==> config.mk <==
export PLATFORM = sky130hd
export DESIGN_NAME = utf8_to_utf16_transcoder
export DESIGN_NICKNAME = d
export VERILOG_FILES = /design/src/rtl/u8u16_pkg.sv /design/src/rtl/u8u16_decode.sv /design/src/rtl/u8u16_queue.sv /design/src/rtl/utf8_to_utf16_transcoder.sv
export SDC_FILE = /design/constraint.sdc
export NUM_CORES = 1
export LEC_CHECK = 0
export ABC_AREA = 1
export BUFFER_PORTS_ARGS = -buffer_cell sky130_fd_sc_hd__buf_4
export CAP_MARGIN = 20
export CELL_PAD_IN_SITES_DETAIL_PLACEMENT = 1
export CELL_PAD_IN_SITES_GLOBAL_PLACEMENT = 1
export CORE_UTILIZATION = 45
export CTS_CLUSTER_SIZE = 14
export DETAILED_ROUTE_END_ITERATION = 8
export PLACE_DENSITY_LB_ADDON = 0.1
export REMOVE_ABC_BUFFERS = 1
export SLEW_MARGIN = 20
export SYNTH_ARGS = -nofsm -noshare
export SYNTH_HDL_FRONTEND = slang
export SYNTH_HIERARCHICAL = 1
export SYNTH_SLANG_ARGS = --single-unit
==> constraint.sdc <==
create_clock -name clk_i -period 28.3 [get_ports clk_i]
set_clock_uncertainty 0.15 [all_clocks]
set_input_delay 8.49 -clock clk_i [delete_from_list [all_inputs] [get_ports clk_i]]
set_output_delay 8.49 -clock clk_i [all_outputs]
set_load 0.005 [all_outputs]
==> src/rtl/u8u16_pkg.sv <==
// Shared types, status codes and helpers for the UTF-8 to UTF-16 transcoder.
`timescale 1ns / 1ps

package u8u16_pkg;

  // Status codes carried in the final report of a buffer.
  localparam logic [2:0] ST_OK        = 3'd0;
  localparam logic [2:0] ST_BAD_LEAD  = 3'd1;
  localparam logic [2:0] ST_BAD_CONT  = 3'd2;
  localparam logic [2:0] ST_OVERLONG  = 3'd3;
  localparam logic [2:0] ST_SURROGATE = 3'd4;
  localparam logic [2:0] ST_RANGE     = 3'd5;
  localparam logic [2:0] ST_TRUNCATED = 3'd6;
  localparam logic [2:0] ST_FULL      = 3'd7;

  // Kinds of result item.
  localparam logic KIND_UNIT   = 1'b0;
  localparam logic KIND_REPORT = 1'b1;

  // One input byte can cause at most a surrogate pair and a report.
  localparam int unsigned MAX_RESULTS = 3;

  // Depth of the result queue and the width of its pointers.
  localparam int unsigned QUEUE_DEPTH = 4;
  localparam int unsigned QPTR_W      = 2;

  // Input request.
  typedef struct packed {
    logic [7:0] in_byte;
    logic       end_of_buffer;
  } in_t;

  // Result item.
  typedef struct packed {
    logic        item_kind;
    logic [15:0] code_unit;
    logic [2:0]  status;
    logic [15:0] consumed_bytes;
    logic [15:0] produced_units;
    logic        last_of_run;
  } out_t;

  // Per-buffer decoder state, apart from the counters.
  typedef struct packed {
    logic [1:0]  need;
    logic [2:0]  len;
    logic [20:0] cp;
    logic        stopped;
    logic [2:0]  held;
  } state_t;

  // A result item that carries one UTF-16 code unit.
  function automatic out_t make_unit(logic [15:0] unit);
    out_t r;
    r           = '0;
    r.item_kind = KIND_UNIT;
    r.code_unit = unit;
    return r;
  endfunction

endpackage

==> src/rtl/u8u16_decode.sv <==
// Per-byte decode: next decoder state, counters and the result items of one byte.
`timescale 1ns / 1ps

module u8u16_decode import u8u16_pkg::*; #(
  parameter int unsigned COUNT_BITS = 16
) (
  input  state_t                          state_i,
  input  logic [COUNT_BITS-1:0]           consumed_i,
  input  logic [COUNT_BITS-1:0]           produced_i,
  input  logic [15:0]                     capacity_i,
  input  in_t                             req_i,
  output state_t                          state_o,
  output logic [COUNT_BITS-1:0]           consumed_o,
  output logic [COUNT_BITS-1:0]           produced_o,
  output out_t [MAX_RESULTS-1:0]          res_o,
  output logic [1:0]                      res_num_o
);

  // Compare width wide enough for both the counter and the capacity, plus a carry.
  localparam int unsigned WW = ((COUNT_BITS > 16) ? COUNT_BITS : 16) + 1;

  state_t                st;
  logic [COUNT_BITS-1:0] cons;
  logic [COUNT_BITS-1:0] prod;
  logic [COUNT_BITS:0]   csum;
  logic [COUNT_BITS:0]   psum;
  logic                  finish;
  logic [1:0]            units;
  logic [20:0]           vfull;
  logic [WW-1:0]         demand;
  logic [WW-1:0]         cons_w;
  logic [WW-1:0]         prod_w;
  out_t [MAX_RESULTS-1:0] res;
  logic [1:0]            n;
  logic [7:0]            b;

  // Stop conversion with the given status.
  function automatic state_t halt(state_t s, logic [2:0] code);
    state_t r;
    r         = s;
    r.stopped = 1'b1;
    r.held    = code;
    r.need    = 2'd0;
    return r;
  endfunction

  always_comb begin
    st     = state_i;
    cons   = consumed_i;
    prod   = produced_i;
    finish = 1'b0;
    units  = 2'd1;
    vfull  = '0;
    demand = '0;
    csum   = '0;
    psum   = '0;
    cons_w = '0;
    prod_w = '0;
    res    = '0;
    n      = 2'd0;
    b      = req_i.in_byte;

    // Lead and continuation byte handling.
    if (!st.stopped) begin
      if (st.need == 2'd0) begin
        if (!b[7]) begin
          st.cp  = {13'd0, b};
          st.len = 3'd1;
          finish = 1'b1;
        end else if (b[7:5] == 3'b110) begin
          st.cp   = {16'd0, b[4:0]};
          st.len  = 3'd2;
          st.need = 2'd1;
        end else if (b[7:4] == 4'b1110) begin
          st.cp   = {17'd0, b[3:0]};
          st.len  = 3'd3;
          st.need = 2'd2;
        end else if (b[7:3] == 5'b11110) begin
          st.cp   = {18'd0, b[2:0]};
          st.len  = 3'd4;
          st.need = 2'd3;
        end else begin
          st = halt(st, ST_BAD_LEAD);
        end
      end else if (b[7:6] != 2'b10) begin
        st = halt(st, ST_BAD_CONT);
      end else begin
        st.cp   = {st.cp[14:0], b[5:0]};
        st.need = st.need - 2'd1;
        finish  = (st.need == 2'd0);
      end
    end

    // A completed code point: validate, check capacity, then emit.
    if (finish) begin
      if (st.len == 3'd2 && st.cp < 21'h000080) begin
        st = halt(st, ST_OVERLONG);
      end else if (st.len == 3'd3 && (st.cp inside {[21'h00D800:21'h00DFFF]})) begin
        st = halt(st, ST_SURROGATE);
      end else if (st.len == 3'd3 && st.cp < 21'h000800) begin
        st = halt(st, ST_OVERLONG);
      end else if (st.len == 3'd4 && st.cp < 21'h010000) begin
        st = halt(st, ST_OVERLONG);
      end else if (st.cp > 21'h10FFFF) begin
        st = halt(st, ST_RANGE);
      end else begin
        units  = (st.cp <= 21'h00FFFF) ? 2'd1 : 2'd2;
        demand = WW'(produced_i) + WW'(units);
        if (demand > WW'(capacity_i)) begin
          st = halt(st, ST_FULL);
        end else begin
          if (units == 2'd1) begin
            res[0] = make_unit(st.cp[15:0]);
            n      = 2'd1;
          end else begin
            vfull  = st.cp - 21'h010000;
            res[0] = make_unit(16'hD800 | {6'd0, vfull[19:10]});
            res[1] = make_unit(16'hDC00 | {6'd0, vfull[9:0]});
            n      = 2'd2;
          end
          psum = {1'b0, prod} + (COUNT_BITS + 1)'(units);
          prod = psum[COUNT_BITS] ? '1 : psum[COUNT_BITS-1:0];
          csum = {1'b0, cons} + (COUNT_BITS + 1)'(st.len);
          cons = csum[COUNT_BITS] ? '1 : csum[COUNT_BITS-1:0];
        end
      end
    end

    // End of buffer: truncation check, report, then clear the buffer state.
    if (req_i.end_of_buffer) begin
      if (!st.stopped && st.need != 2'd0) begin
        st = halt(st, ST_TRUNCATED);
      end
      cons_w                  = WW'(cons);
      prod_w                  = WW'(prod);
      res[n]                  = '0;
      res[n].item_kind        = KIND_REPORT;
      res[n].status           = st.held;
      res[n].consumed_bytes   = (cons_w > WW'(16'hFFFF)) ? 16'hFFFF : cons_w[15:0];
      res[n].produced_units   = (prod_w > WW'(16'hFFFF)) ? 16'hFFFF : prod_w[15:0];
      n                       = n + 2'd1;
      st                      = '0;
      cons                    = '0;
      prod                    = '0;
    end

    // Mark the final result of this byte.
    if (n != 2'd0) begin
      res[n - 2'd1].last_of_run = 1'b1;
    end
  end

  assign state_o    = st;
  assign consumed_o = cons;
  assign produced_o = prod;
  assign res_o      = res;
  assign res_num_o  = n;

endmodule

==> src/rtl/u8u16_queue.sv <==
// Result queue: takes up to three items per cycle and hands out one per cycle while it is popped.
`timescale 1ns / 1ps

module u8u16_queue import u8u16_pkg::*; (
  input  logic                   clk_i,
  input  logic                   rst_ni,
  input  logic [1:0]             push_num_i,
  input  out_t [MAX_RESULTS-1:0] push_data_i,
  input  logic                   pop_i,
  output out_t                   head_o,
  output logic                   valid_o,
  output logic                   room_o
);

  localparam logic [QPTR_W:0] DEPTH_C = (QPTR_W + 1)'(QUEUE_DEPTH);
  localparam logic [QPTR_W:0] BURST_C = (QPTR_W + 1)'(MAX_RESULTS);

  out_t              mem_q [QUEUE_DEPTH];
  logic [QPTR_W-1:0] wptr_q, wptr_d;
  logic [QPTR_W-1:0] rptr_q, rptr_d;
  logic [QPTR_W:0]   count_q, count_d;

  // Pointer and fill count update.
  always_comb begin
    wptr_d  = wptr_q + QPTR_W'(push_num_i);
    rptr_d  = rptr_q + QPTR_W'(pop_i);
    count_d = count_q + (QPTR_W + 1)'(push_num_i) - (QPTR_W + 1)'(pop_i);
  end

  always_ff @(posedge clk_i or negedge rst_ni) begin
    if (!rst_ni) begin
      wptr_q  <= '0;
      rptr_q  <= '0;
      count_q <= '0;
    end else begin
      wptr_q  <= wptr_d;
      rptr_q  <= rptr_d;
      count_q <= count_d;
    end
  end

  // Storage writes, one slot for each pushed item.
  always_ff @(posedge clk_i) begin
    for (int i = 0; i < MAX_RESULTS; i++) begin
      if (2'(i) < push_num_i) begin
        mem_q[wptr_q + QPTR_W'(i)] <= push_data_i[i];
      end
    end
  end

  assign head_o  = mem_q[rptr_q];
  assign valid_o = (count_q != '0);
  assign room_o  = (count_q <= DEPTH_C - BURST_C);

  // The fill count never exceeds the depth.
  a_count_bound: assert property (@(posedge clk_i) disable iff (!rst_ni)
    count_q <= DEPTH_C)
    else $error("result queue overfilled");

  // Items are only pushed when the queue had room for a full burst.
  a_push_room: assert property (@(posedge clk_i) disable iff (!rst_ni)
    (push_num_i != 2'd0) |-> room_o)
    else $error("push without room");

  // A pop with no push lowers the count by one.
  a_pop_count: assert property (@(posedge clk_i) disable iff (!rst_ni)
    (pop_i && push_num_i == 2'd0) |=> (count_q == $past(count_q) - 1'b1))
    else $error("pop did not lower the count");

endmodule

==> src/rtl/utf8_to_utf16_transcoder.sv <==
// Top level of the UTF-8 to UTF-16 transcoder: state, capacity register and queue.
// Results of a taken input byte are written into the registered result queue.
// Throughput: one byte per cycle while results drain; the four-entry result queue
// takes a new byte only when three slots are free, so a byte yielding more than one result
// (a surrogate pair, or a pair and a report) stalls the input until they are free again.
// Reset: decoder state and counters clear, the queue empties, capacity is 65535.
`timescale 1ns / 1ps

module utf8_to_utf16_transcoder import u8u16_pkg::*; #(
  parameter int unsigned COUNT_BITS = 16
) (
  input  logic        clk_i,
  input  logic        rst_ni,
  input  logic        cfg_we_i,
  input  logic [15:0] cfg_wdata_i,
  input  logic        in_valid_i,
  output logic        in_stall_o,
  input  in_t         in_data_i,
  output logic        out_valid_o,
  input  logic        out_stall_i,
  output out_t        out_data_o
);

  state_t                 st_q, st_d;
  logic [COUNT_BITS-1:0]  cons_q, cons_d;
  logic [COUNT_BITS-1:0]  prod_q, prod_d;
  logic [15:0]            cap_q;
  out_t [MAX_RESULTS-1:0] res;
  logic [1:0]             res_num;
  logic [1:0]             push_num;
  logic                   room;
  logic                   in_take;
  logic                   out_take;

  assign in_stall_o = !room;
  assign in_take    = in_valid_i && room;
  assign out_take   = out_valid_o && !out_stall_i;
  assign push_num   = in_take ? res_num : 2'd0;

  // Capacity register.
  always_ff @(posedge clk_i or negedge rst_ni) begin
    if (!rst_ni) begin
      cap_q <= 16'hFFFF;
    end else if (cfg_we_i) begin
      cap_q <= cfg_wdata_i;
    end
  end

  // Byte decode.
  u8u16_decode #(
    .COUNT_BITS (COUNT_BITS)
  ) u_decode (
    .state_i    (st_q),
    .consumed_i (cons_q),
    .produced_i (prod_q),
    .capacity_i (cap_q),
    .req_i      (in_data_i),
    .state_o    (st_d),
    .consumed_o (cons_d),
    .produced_o (prod_d),
    .res_o      (res),
    .res_num_o  (res_num)
  );

  // Decoder state advances on each accepted request.
  always_ff @(posedge clk_i or negedge rst_ni) begin
    if (!rst_ni) begin
      st_q   <= '0;
      cons_q <= '0;
      prod_q <= '0;
    end else if (in_take) begin
      st_q   <= st_d;
      cons_q <= cons_d;
      prod_q <= prod_d;
    end
  end

  // Result queue toward the output channel.
  u8u16_queue u_queue (
    .clk_i       (clk_i),
    .rst_ni      (rst_ni),
    .push_num_i  (push_num),
    .push_data_i (res),
    .pop_i       (out_take),
    .head_o      (out_data_o),
    .valid_o     (out_valid_o),
    .room_o      (room)
  );

  // The last byte of a buffer always yields at least its report.
  a_end_reports: assert property (@(posedge clk_i) disable iff (!rst_ni)
    (in_take && in_data_i.end_of_buffer) |-> (res_num != 2'd0))
    else $error("end of buffer gave no report");

  // The final result of a byte carries the last-of-run mark.
  a_last_mark: assert property (@(posedge clk_i) disable iff (!rst_ni)
    (res_num != 2'd0) |-> res[res_num - 2'd1].last_of_run)
    else $error("final result not marked");

  // Once stopped, bytes before the end of the buffer yield nothing.
  a_stopped_quiet: assert property (@(posedge clk_i) disable iff (!rst_ni)
    (in_take && st_q.stopped && !in_data_i.end_of_buffer) |-> (res_num == 2'd0))
    else $error("result after stop");

endmodule

Word-level counts from Yosys, hierarchy flattened
Memory sizes are Yosys's and may differ from the RTL's.
Cells that the tools add are included.
Operators by class
  order comparisons: 16
  reductions and logical operators: 18
  bitwise logic cells: 2
  equality and inequality tests: 8
  $add $sub $neg: 12
  multiplexer cells: 91
Operators by type and width (count)
  $bwmux W159: 5
  $mux W106: 7
  $demux W53 S2: 6
  $mux W159: 2
  $mux W30: 10
  $mux W16: 18
  $and A106 B159 Y159: 1
  $not A159 Y159: 1
  $mux W53: 2
  $mux W52: 2
  $mux W26: 3
  $le A21 B16 Y1 const B: 2
  $mux W36: 1
  $mux W33: 1
  $mux W2: 13
  $mux W24: 1
  $ge A21 B16 Y1 const B: 1
  $gt A21 B21 Y1 const B: 1
  $lt A21 B12 Y1 const B: 1
  $lt A21 B17 Y1 const B: 1
  $lt A21 B8 Y1 const B: 1
  $mux W21: 1
  $mux W4: 5
  $sub A20 B17 Y20 const B: 1
  other kinds (29): 60
Word-level totals
  register bits after elaboration: 85
  output and inout bits: 55
  word-level logic and storage cells: 159
  RAM bits: 212
  memories: 1
Memory list
  u_queue.mem_q: words 4, bits a word 53, read ports 1, clocked after Yosys merged registers in 0, write ports 3, RTL line u8u16_queue.sv:18  | out_t mem_q [QUEUE_DEPTH];

Longest topological paths before layout
  word-level depth: 31
  depth in mapped cells: 59
  mapped depth without buffers: 54

By module
The synthesis kept the hierarchy.
By module, submodules not included
  u8u16_queue: area each 14257.4 µm², cells each 1949, times used 1
  u8u16_decode: area each 4906.0 µm², cells each 963, times used 1
  utf8_to_utf16_transcoder: area each 3174.3 µm², cells each 343, times used 1

Least setup slack after synthesis
Ideal clock, no wire load.
  kind: input-to-reg
  from: in in_data_i[6] in the netlist's numbering
  to: mem u_queue/mem_q[1][0] in the netlist's numbering, enable pin
  stages: 50
  buffers on the path: 4
  library setup time: 0.545 ns
  required time: 27.605 ns
  data arrival time: 18.067 ns
  setup slack: 9.538 ns
  path through: inv_1 -> nor2_4 -> o21ai_2 -> nand2_4 -> nand2_4 -> buf_6 -> nand2_2 -> inv_2 -> nand2_1 -> nor2_1 -> nand2_1 -> nor2_2 -> nand2_1 -> nand3_1 -> nand2_2 -> ha_1 -> fa_1 -> nand3_1 -> [14 not listed] -> buf_1 -> inv_1 -> nor2_4 -> inv_2 -> nor2_8 -> inv_1 -> ha_1 -> nand2_1 -> inv_1 -> a21oi_1 -> inv_1 -> inv_1 -> nor2_1 -> buf_4 -> buf_2 -> inv_1 -> nand2_1 -> a21boi_0
RTL lines
  from (decl): RTL line utf8_to_utf16_transcoder.sv:18  | input in_t in_data_i,
  to (decl): RTL line u8u16_queue.sv:18

==> reports/qor_table.md <==
| Metric | Reported | Unit |
|:---|:---|:---|
| Run status | finished, final reports clean | - |
| Synth Register Bits | 297 | - |
| Setup repair after global routing missed its margin | false | - |
| Required time at the worst-slack endpoint | 28.34 | ns |
| Total die area | 0.05054 | mm2 |
| Antenna violations before repair | 1 | - |
| Count of non-filler cells in the finished layout | 3902 | - |
| Num ports | 85 | - |
| Worst reg2reg setup slack | 17.05 | ns |
| Area of the placeable core | 0.04895 | mm2 |
| Detail-routed net length per standard cell | 21.57 | um |
| Number of detailed-routing iterations run before antenna repair | 5 | - |
| Detailed-route vias per instance | 5.721 | - |
| Cells resized by post-CTS repair | 0 | - |
| Fmax | 54.39 | MHz |
| Most common cell after layout, fill and taps aside | nand2_1 | - |
| Final layout net count | 3276 | - |
| Most common flop cell mapped by yosys | edfxtp_1 | - |
| Maximum resistive drop on vdd | 0.04900 | mV |
| Least-Margin Pin Slew | 1.098 | ns |
| Async SR Flop Fraction | 28.62 | % |
| First-pass GRT wire length | 129900 | um |
| Std-Cell Rows | 81 | - |
| CP max-delay cell | buf_4 | - |
| Max_cap viols | 0 | - |
| Port Buf Inserts | 84 | - |
| CTS clk-pin slew, worst paths | 0.05 | ns |
| Placement Setup Slack | 9.529 | ns |
| Post-route core utilization | 49.08 | % |
| Combined area of all synthesized cells | 0.02234 | mm2 |
| Post-detailed-route count of antenna-violating nets | 0 | - |
| H-tree levels | 2 | - |
| Final-layout setup total negative slack | 0 | ns |
| Power per cell area | 102.7 | mW/mm2 |
| Ant diodes | 0 | - |
| Starting density of the core | 45.63 | % |
| Final hold violation count | 0 | - |
| Total via count in the routed design | 22320 | - |
| Critical Path End Type | flip-flop | - |
| Max Slew Vio Count | 0 | - |
| Average cell area after synthesis | 6.863 | um2 |
| GR Overflow Total | 0 | - |
| Clock tree sinks | 297 | - |
| Area Overhead vs Synth | 7.556 | % |
| Die boundary width | 224.8 | um |
| Cts bufs inserted | 37 | - |
| Cell repeated most along the worst path | nand2_1 | - |
| Remaining max-slew budget at the tightest pin | 26.64 | % |
| Critical path class | input pin to flip-flop | - |
| Worst hold slack across all endpoints | 0.3205 | ns |
| Warnings from Yosys | 6 | - |
| TritonCTS clock tree | done | - |
| DRC marker count from the first detailed-route iteration | 1822 | - |
| Count of different cell masters after synthesis | 55 | - |
| Sum of buffers and inverters on the critical path | 12 | - |
| Global placer's final weighted congestion | 0.9138 | - |
| Maximum number of pins on one net before global-route repair | 86 | - |
| Count of hold buffers inserted by post-cts repair | 0 | - |
| Critical Path Start Type | input pin | - |
| Share of the clock period used by the worst path after layout | 64.96 | % |
| Share of post-route cells with drive strength above 1 | 8.925 | % |
| Clk_lat worst skew | 0.56 | ns |
| Setup-failing EPs final | 0 | - |
| Setup Buffers After CTS | 0 | - |
| Sequential cell area | 0.008522 | mm2 |
| Class of the worst hold path | flip-flop to flip-flop | - |
| Crit path max fanout | 55 | - |
| Maximum buffer depth of the clock tree | 3 | - |
| Final critical-path setup slack | 9.916 | ns |
| Most used cells in the layout excluding fill and tap cells | nand2_1 (1201), inv_1 (393), nand3_1 (387) | - |
| Combined global-route utilization of all metal layers | 33.22 | % |
| Vias in the first global route | 22670 | - |
| Post-detailed-placement half-perimeter wirelength | 53340 | um |
| CTS Root Cell | clkbuf_16 | - |
| Post-route DRC violation count | 0 | - |
| Static power due to leakage | 0.01221 | uW |
| Post-synth EDFFs | 212 | - |
| Vert. Die Dim | 224.8 | um |
| Data arrival at the endpoint of the critical path | 18.42 | ns |
| Number of cells produced by synthesis | 3255 | - |
| Number of placed instances, taps included | 3834 | - |
| Min Tclk post-route | 18.38 | ns |
| Area of combinational cells with multiple inputs | 0.01116 | mm2 |
| Register area share after synthesis | 38.11 | % |
| Fill cell count | 6404 | - |
| WL final | 84180 | um |
| Worst path top cell family by delay | simple AND/OR/NAND/NOR gates | - |
| Delay of the slowest cell on the worst path | 0.70 | ns |
-- worst register-to-register path: cells and delay by family (launching register included) --
kind,cells,cell delay (ns)
adder cells (fa/ha/maj),4,1.27
buffers and inverters,11,2.73
AND/OR/NAND/NOR,31,5.67
flip-flops,1,0.76
AO/OA/AOI/OAI,2,0.25
-- through the flow --
| stage | power, uW | instance area, um2 |
|---|---|---|
| 2_1_floorplan | 1468 | 21160 |
| 3_3_place_gp | 1961 | 22890 |
| 3_5_place_dp | 2001 | 22890 |
| 4_1_cts | 2463 | 24000 |
| 5_1_grt | 2626 | 24030 |
| 6_report | 2468 | 24030 |
-- where the power goes --
part / total [uW] / switching [uW] / internal, uW
logic: 1370 / 987 / 384
registers: 645 / 60.1 / 585
clock network: 450 / 194 / 256
-- routing by layer --
metal	GRT usage, %	up-vias	share of wire [%]
met4	9.897	2	2.5
met3	4.415	166	6.2
met1	44.14	11060	43
met2	56.13	771	48
met5	0	-	0.012
li1	-	10330	-
-- layout make-up --
type	instances	share of cell area, %
Tap cell	664	3.458
Clock inverter	15	0.4375
Multi-Input combinational cell	2351	46.44
Sequential cell	297	35.47
Inverter	412	6.473
Clock buffer	52	4.171
Timing Repair Buffer	111	3.552
-- path summary, 6_finish.rpt --
check,startpoint,end,cells after the start
min in group asynchronous,rst_ni,cons_q[11],1
max reg2reg,st_q[3],u_queue/mem_q[0][1],48
min,cap_q[2],cap_q[2],2
min reg2reg,cap_q[2],cap_q[2],2
max in group asynchronous,rst_ni,prod_q[3],2
max,in_data_i[6],u_queue/mem_q[0][1],50
-- synth_stat cells, drive strengths merged, types with 3 or more instances --
cell       n  share of area (%)
inv      407                6.9
nand3    402                9.4
nand4     76                2.2
nor3      15               0.38
nor2     236                4.9
clkbuf    36               0.60
edfxtp   212                 28
a211oi     6               0.20
o22ai      3              0.084
a31oi     10               0.28
clkinv     5              0.090
nand2   1229                 21
nor4       3              0.084
a21oi    111                2.7
dfstp     16                1.9
ha        33                1.8
and2       5               0.14
or2        4               0.11
buf      175                4.9
fa         3               0.27
dfrtp     69                7.7
o21bai     3               0.10
o211ai    54                1.8
nand3b     7               0.25
xnor2      5               0.20
xor2      10               0.39
o21ai    113                2.6
-- state kept, by name (all words and copies together) (netlist names) --
| name | cells |
|---|---|
| u_queue/mem_q | 212 |
| u_queue/rptr_q | 2 |
| u_queue/wptr_q | 2 |
| prod_q | 16 |
| cap_q | 16 |
| st_q | 30 |
| u_queue/count_q | 3 |
| cons_q | 16 |
-- cell families after synthesis --
logic type | synth area share, %
other | 0.01679
XOR/XNOR | 0.5881
AND/OR/NAND/NOR | 38.74
buffers and inverters | 12.50
AO/OA/AOI/OAI | 7.875
adder cells (fa/ha/maj) | 2.117
flip-flops | 38.11
multiplexers | 0.04481
No activity file was read; power rests on OpenSTA's default activity.
